File: src/hdl/assert_macros.svh
// Assertion helpers shared by the files that check themselves.
// Every check samples on the rising edge of clk and is off while arst_n is low.
`ifndef ASSERT_MACROS_SVH
`define ASSERT_MACROS_SVH

// A property checked at every clock edge.
`define TPW_ASSERT(lbl, prop, msg) \
	lbl: assert property (@(posedge clk) disable iff (!arst_n) prop) else $error(msg);

// The consequent must hold in the cycle after the antecedent.
`define TPW_ASSERT_NEXT(lbl, ante, cons, msg) \
	lbl: assert property (@(posedge clk) disable iff (!arst_n) (ante) |=> (cons)) else $error(msg);

`endif

File: src/hdl/tpw_fifo.sv
module tpw_fifo #(
	parameter int W = 8,
	parameter int DEPTH = 2
) (
	input  logic         clk,
	input  logic         arst_n,
	input  logic         wr_en,
	input  logic [W-1:0] wr_data,
	output logic         full,
	input  logic         rd_en,
	output logic [W-1:0] rd_data,
	output logic         empty
);

	localparam int PW = $clog2(DEPTH);
	localparam int CW = $clog2(DEPTH + 1);

	logic [W-1:0] mem_q [DEPTH];
	logic [PW-1:0] wp_q, rp_q;
	logic [CW-1:0] cnt_q;
	logic wr_fire, rd_fire;

	assign full = (cnt_q == CW'(DEPTH));
	assign empty = (cnt_q == '0);
	assign wr_fire = wr_en && !full;
	assign rd_fire = rd_en && !empty;
	assign rd_data = mem_q[rp_q];

	always_ff @(posedge clk or negedge arst_n) begin
		if (!arst_n) begin
			wp_q <= '0;
			rp_q <= '0;
			cnt_q <= '0;
		end else begin
			if (wr_fire) begin
				wp_q <= (wp_q == PW'(DEPTH - 1)) ? '0 : wp_q + 1'b1;
			end
			if (rd_fire) begin
				rp_q <= (rp_q == PW'(DEPTH - 1)) ? '0 : rp_q + 1'b1;
			end
			cnt_q <= cnt_q + CW'(wr_fire) - CW'(rd_fire);
		end
	end

	always_ff @(posedge clk) begin
		if (wr_fire) begin
			mem_q[wp_q] <= wr_data;
		end
	end

endmodule

File: config.mk
export PLATFORM = sky130hd
export DESIGN_NAME = tpw_fifo
export DESIGN_NICKNAME = d
export VERILOG_FILES = /design/src/hdl/assert_macros.svh /design/src/hdl/tpw_fifo.sv
export SDC_FILE = /design/constraint.sdc
export NUM_CORES = 1
export LEC_CHECK = 0
export BUFFER_PORTS_ARGS = -buffer_cell sky130_fd_sc_hd__buf_2
export CAP_MARGIN = 40
export CELL_PAD_IN_SITES_DETAIL_PLACEMENT = 0
export CELL_PAD_IN_SITES_GLOBAL_PLACEMENT = 2
export CORE_MARGIN = 3
export CORE_UTILIZATION = 34
export DETAILED_ROUTE_END_ITERATION = 7
export HOLD_SLACK_MARGIN = 0.1
export PLACE_DENSITY = 0.71
export SLEW_MARGIN = 20
export SYNTH_ARGS = -nofsm -noshare
export SYNTH_HDL_FRONTEND = slang
export SYNTH_SLANG_ARGS = --single-unit
File: constraint.sdc
create_clock -name clk -period 1.8 [get_ports clk]
set_clock_uncertainty 0.2 [all_clocks]
set_input_delay 0.09 -clock clk [delete_from_list [all_inputs] [get_ports clk]]
set_output_delay 0.09 -clock clk [all_outputs]
set_load 0.005 [all_outputs]
==> results.md <==
* Synth top area cells: edfxtp_1, dfrtp_1, mux2_2
* Clock tree buffer depth at 2
* Synthesized net count at 57
* Die footprint at 0.00292 mm^2
* Final setup margin at 0.0865 ns
* Fraction of layout cells with a size suffix above 1 at 0.482
* Dpl cell area at 927 um^2
* Layout Nets at between 90 and 100
* Worst path required time at 1.82 ns
* Static Leak at roughly 0.47 nW
* Number of synthesized flops with an enable pin at 16
* Top cells by count, synth: edfxtp_1, mux2_2, dfrtp_1
* Most frequent cell after synthesis: edfxtp_1
* Detail Route Antenna Nets at 0
* Detail Placement HPWL at 894 um
* Yosys warnings at 0
* Core area at 0.00206 mm^2
* Clock share of power at 0.218
* Netlist cell types at 14
* Critical path data arrival time at 1.73 ns
* GR peak layer: met2
* First-pass GRT wire length at 1.91 mm
* Worst rel slew slack at 0.734
* Met3 Track Usage GR at 0.0305
* Post-Route WL at 1.22 mm
* Cell taking the most area after synthesis: edfxtp_1
* Gr usage total at 0.0950
* Initial antenna violation count at 0
* CTS tree: yes
* Area grow syn2layout at 42.4%
* Clock Sink Count at 20
* Ports at 22
* Min cycle time layout at 1.71 ns
* Final core occ at 0.542
* Met2 Usage GRT at 0.161
* Worst slew pin tran at 0.399 ns
* Synth top area share at 0.612
* Switching Fraction at 0.261
* DRC viols at 0
* Non-Filler Cell Area, Final at 0.00112 mm^2
* Pre-CTS WS at 0.0665 ns
* Die height at 54.0 um
* Combinational cell fraction of total power at 0.323
* Clk Latency, worst-skew pair at around 0.28 ns
* Synth Flop Type: edfxtp_1
* Avg WL per Cell at 11.1 um
* Antenna Cells at 0
* Placer Congestion at around 0.66
* Number of I/O port buffers at 21
* NetSw at between 0.0004 and 0.0005 W
* Met1 GRT Util at 0.111
* CP endpoint kind: flop
* Final Instance Count excl. Fillers at 110
* FMAX at 0.584 GHz
* Avg Vias per Cell at 4.34
* Syn Std Cell Area at 785 um^2
* Critical path peak fanout at 3
* Yosys reg bits at 20
* Vias in the first global route at between 400 and 500
* Setup_tns at 0 ns
* Register area share after synthesis at 0.740
* Die X at 54.0 um
* # setup viols final at 0
* 1st-iter DRT viols at 4
* H-tree levels at 1
* Flop pwr share at 0.459
* Row cnt at 16
* Clock root buffer: clkbuf_4
* CTS Buf Count at 3
* Grt ovf at 0
* Internal power at 0.00118 W
* Pwr per Cell Area at 1430 mW/mm^2
* Fraction of registers with async set/reset at 0.200
* WS Path Type: reg2reg
* Final hold violations at 0
* Status: finished, final reports clean
* Reg clk slew, reported paths at approximately 0.10 ns
* Dpl cells at between 90 and 100
* Post-Syn Instances at between 40 and 50
* Min-Delay Path Class: reg2reg
* Syn Area/Cell at ~18 um^2
* Largest net degree at the start of global routing at 13
* Routed via count at 477
* Peak supply drop at 0.000716 V
* Final period util at 0.952
* Setup crit start kind: flop
* DRT Pass-1 Iters at 2
* Final slew viol count at 0
* Maxcap violations at 0
* Starting Density at 0.380
-- metal layers --
metal / vias to the layer above / share of wire
met2: 13 / 0.52
met4: 0 / 0
met5: - / 0
li1: 235 / -
met3: 0 / 0.069
met1: 229 / 0.41
-- sequential cells by signal, summed over array words and instances, names as in the netlist --
| name | count |
|---|---|
| rp_q | 1 |
| wp_q | 1 |
| mem_q | 16 |
| cnt_q | 2 |
-- area by class of cell --
class / count / area (um^2)
fillers: 174 / 945
flip-flops and latches: 20 / 581
repair buffers: 37 / 255
multi-input cells: 20 / 188
well taps: 27 / 33.8
clock inverters: 1 / 30.0
clock buffers: 3 / 22.5
inverters: 2 / 7.51
-- power groups by stage --
stage	Sequential [W]	Combinational, W	Clock, W
floorplan	0.000699	0.000344	0
global placement	0.000745	0.000463	0
detailed placement	0.000748	0.000467	0
CTS	0.000739	0.000487	0.000358
global route	0.000749	0.000578	0.000384
finish	0.000732	0.000514	0.000348
-- through the flow --
| stage | total power [W] | hold slack [ns] |
|---|---|---|
| floorplan | 0.00104 | -0.406 |
| global placement | 0.00121 | -0.297 |
| detailed placement | 0.00122 | -0.298 |
| CTS | 0.00158 | 0.307 |
| global route | 0.00171 | 0.310 |
| finish | 0.00159 | 0.305 |
-- cells by family after synthesis --
kind of cell | count (synthesis) | share of synthesized area
xor+xnor | 4 | 0.0447
fa+ha+maj | 2 | 0.0319
buf+inv | 3 | 0.0239
flops | 20 | 0.740
mux | 8 | 0.115
simple gates | 6 | 0.0447
-- critical path: stages, from the launching register on --
cell      delay [ns]
dfrtp_1         0.42
nand2b_1        0.14
nand2_2         0.10
ha_1            0.27
inv_1           0.04
ha_1            0.18
xnor2_1         0.16
xnor2_1         0.13
-- placed cells by master, fill, tap and decap left out --
cell type | netlist | layout
nand2_2 | 0 | 1
xnor2_1 | 3 | 3
mux2_2 | 8 | 8
and3_1 | 1 | 1
nor2b_2 | 1 | 1
inv_1 | 2 | 2
buf_4 | 0 | 4
bufinv_16 | 0 | 1
nor2_1 | 1 | 1
nand2b_1 | 1 | 1
ha_1 | 2 | 2
dfrtp_1 | 4 | 4
buf_2 | 0 | 21
xor2_1 | 1 | 1
nor2_2 | 1 | 1
clkbuf_4 | 0 | 3
edfxtp_1 | 16 | 16
dlygate4sd3_1 | 0 | 12
-- path summary, 6_finish.rpt --
check / slack [ns] / startpoint / depth (start not counted) / to
worst max-delay path: 0.09 / cnt_q[1] / 7 / cnt_q[1]
worst min-delay path: 0.31 / wp_q / 1 / wp_q
min in group asynchronous: 0.47 / arst_n / 3 / cnt_q[0]
max in group asynchronous: 0.76 / arst_n / 3 / rp_q
worst max register to register: 0.09 / cnt_q[1] / 7 / cnt_q[1]
worst min register to register: 0.31 / wp_q / 1 / wp_q
-- repair_timing --
| item | in CTS | in global routing |
|---|---|---|
| hold buffers | 12 | 0 |
| resized for setup | 0 | 1 |
| setup endpoints to repair | 0 | 1 |
| buffers inserted | 0 | 2 |
| hold endpoints to repair | 22 | 0 |
(Power assumes the default switching activity.)
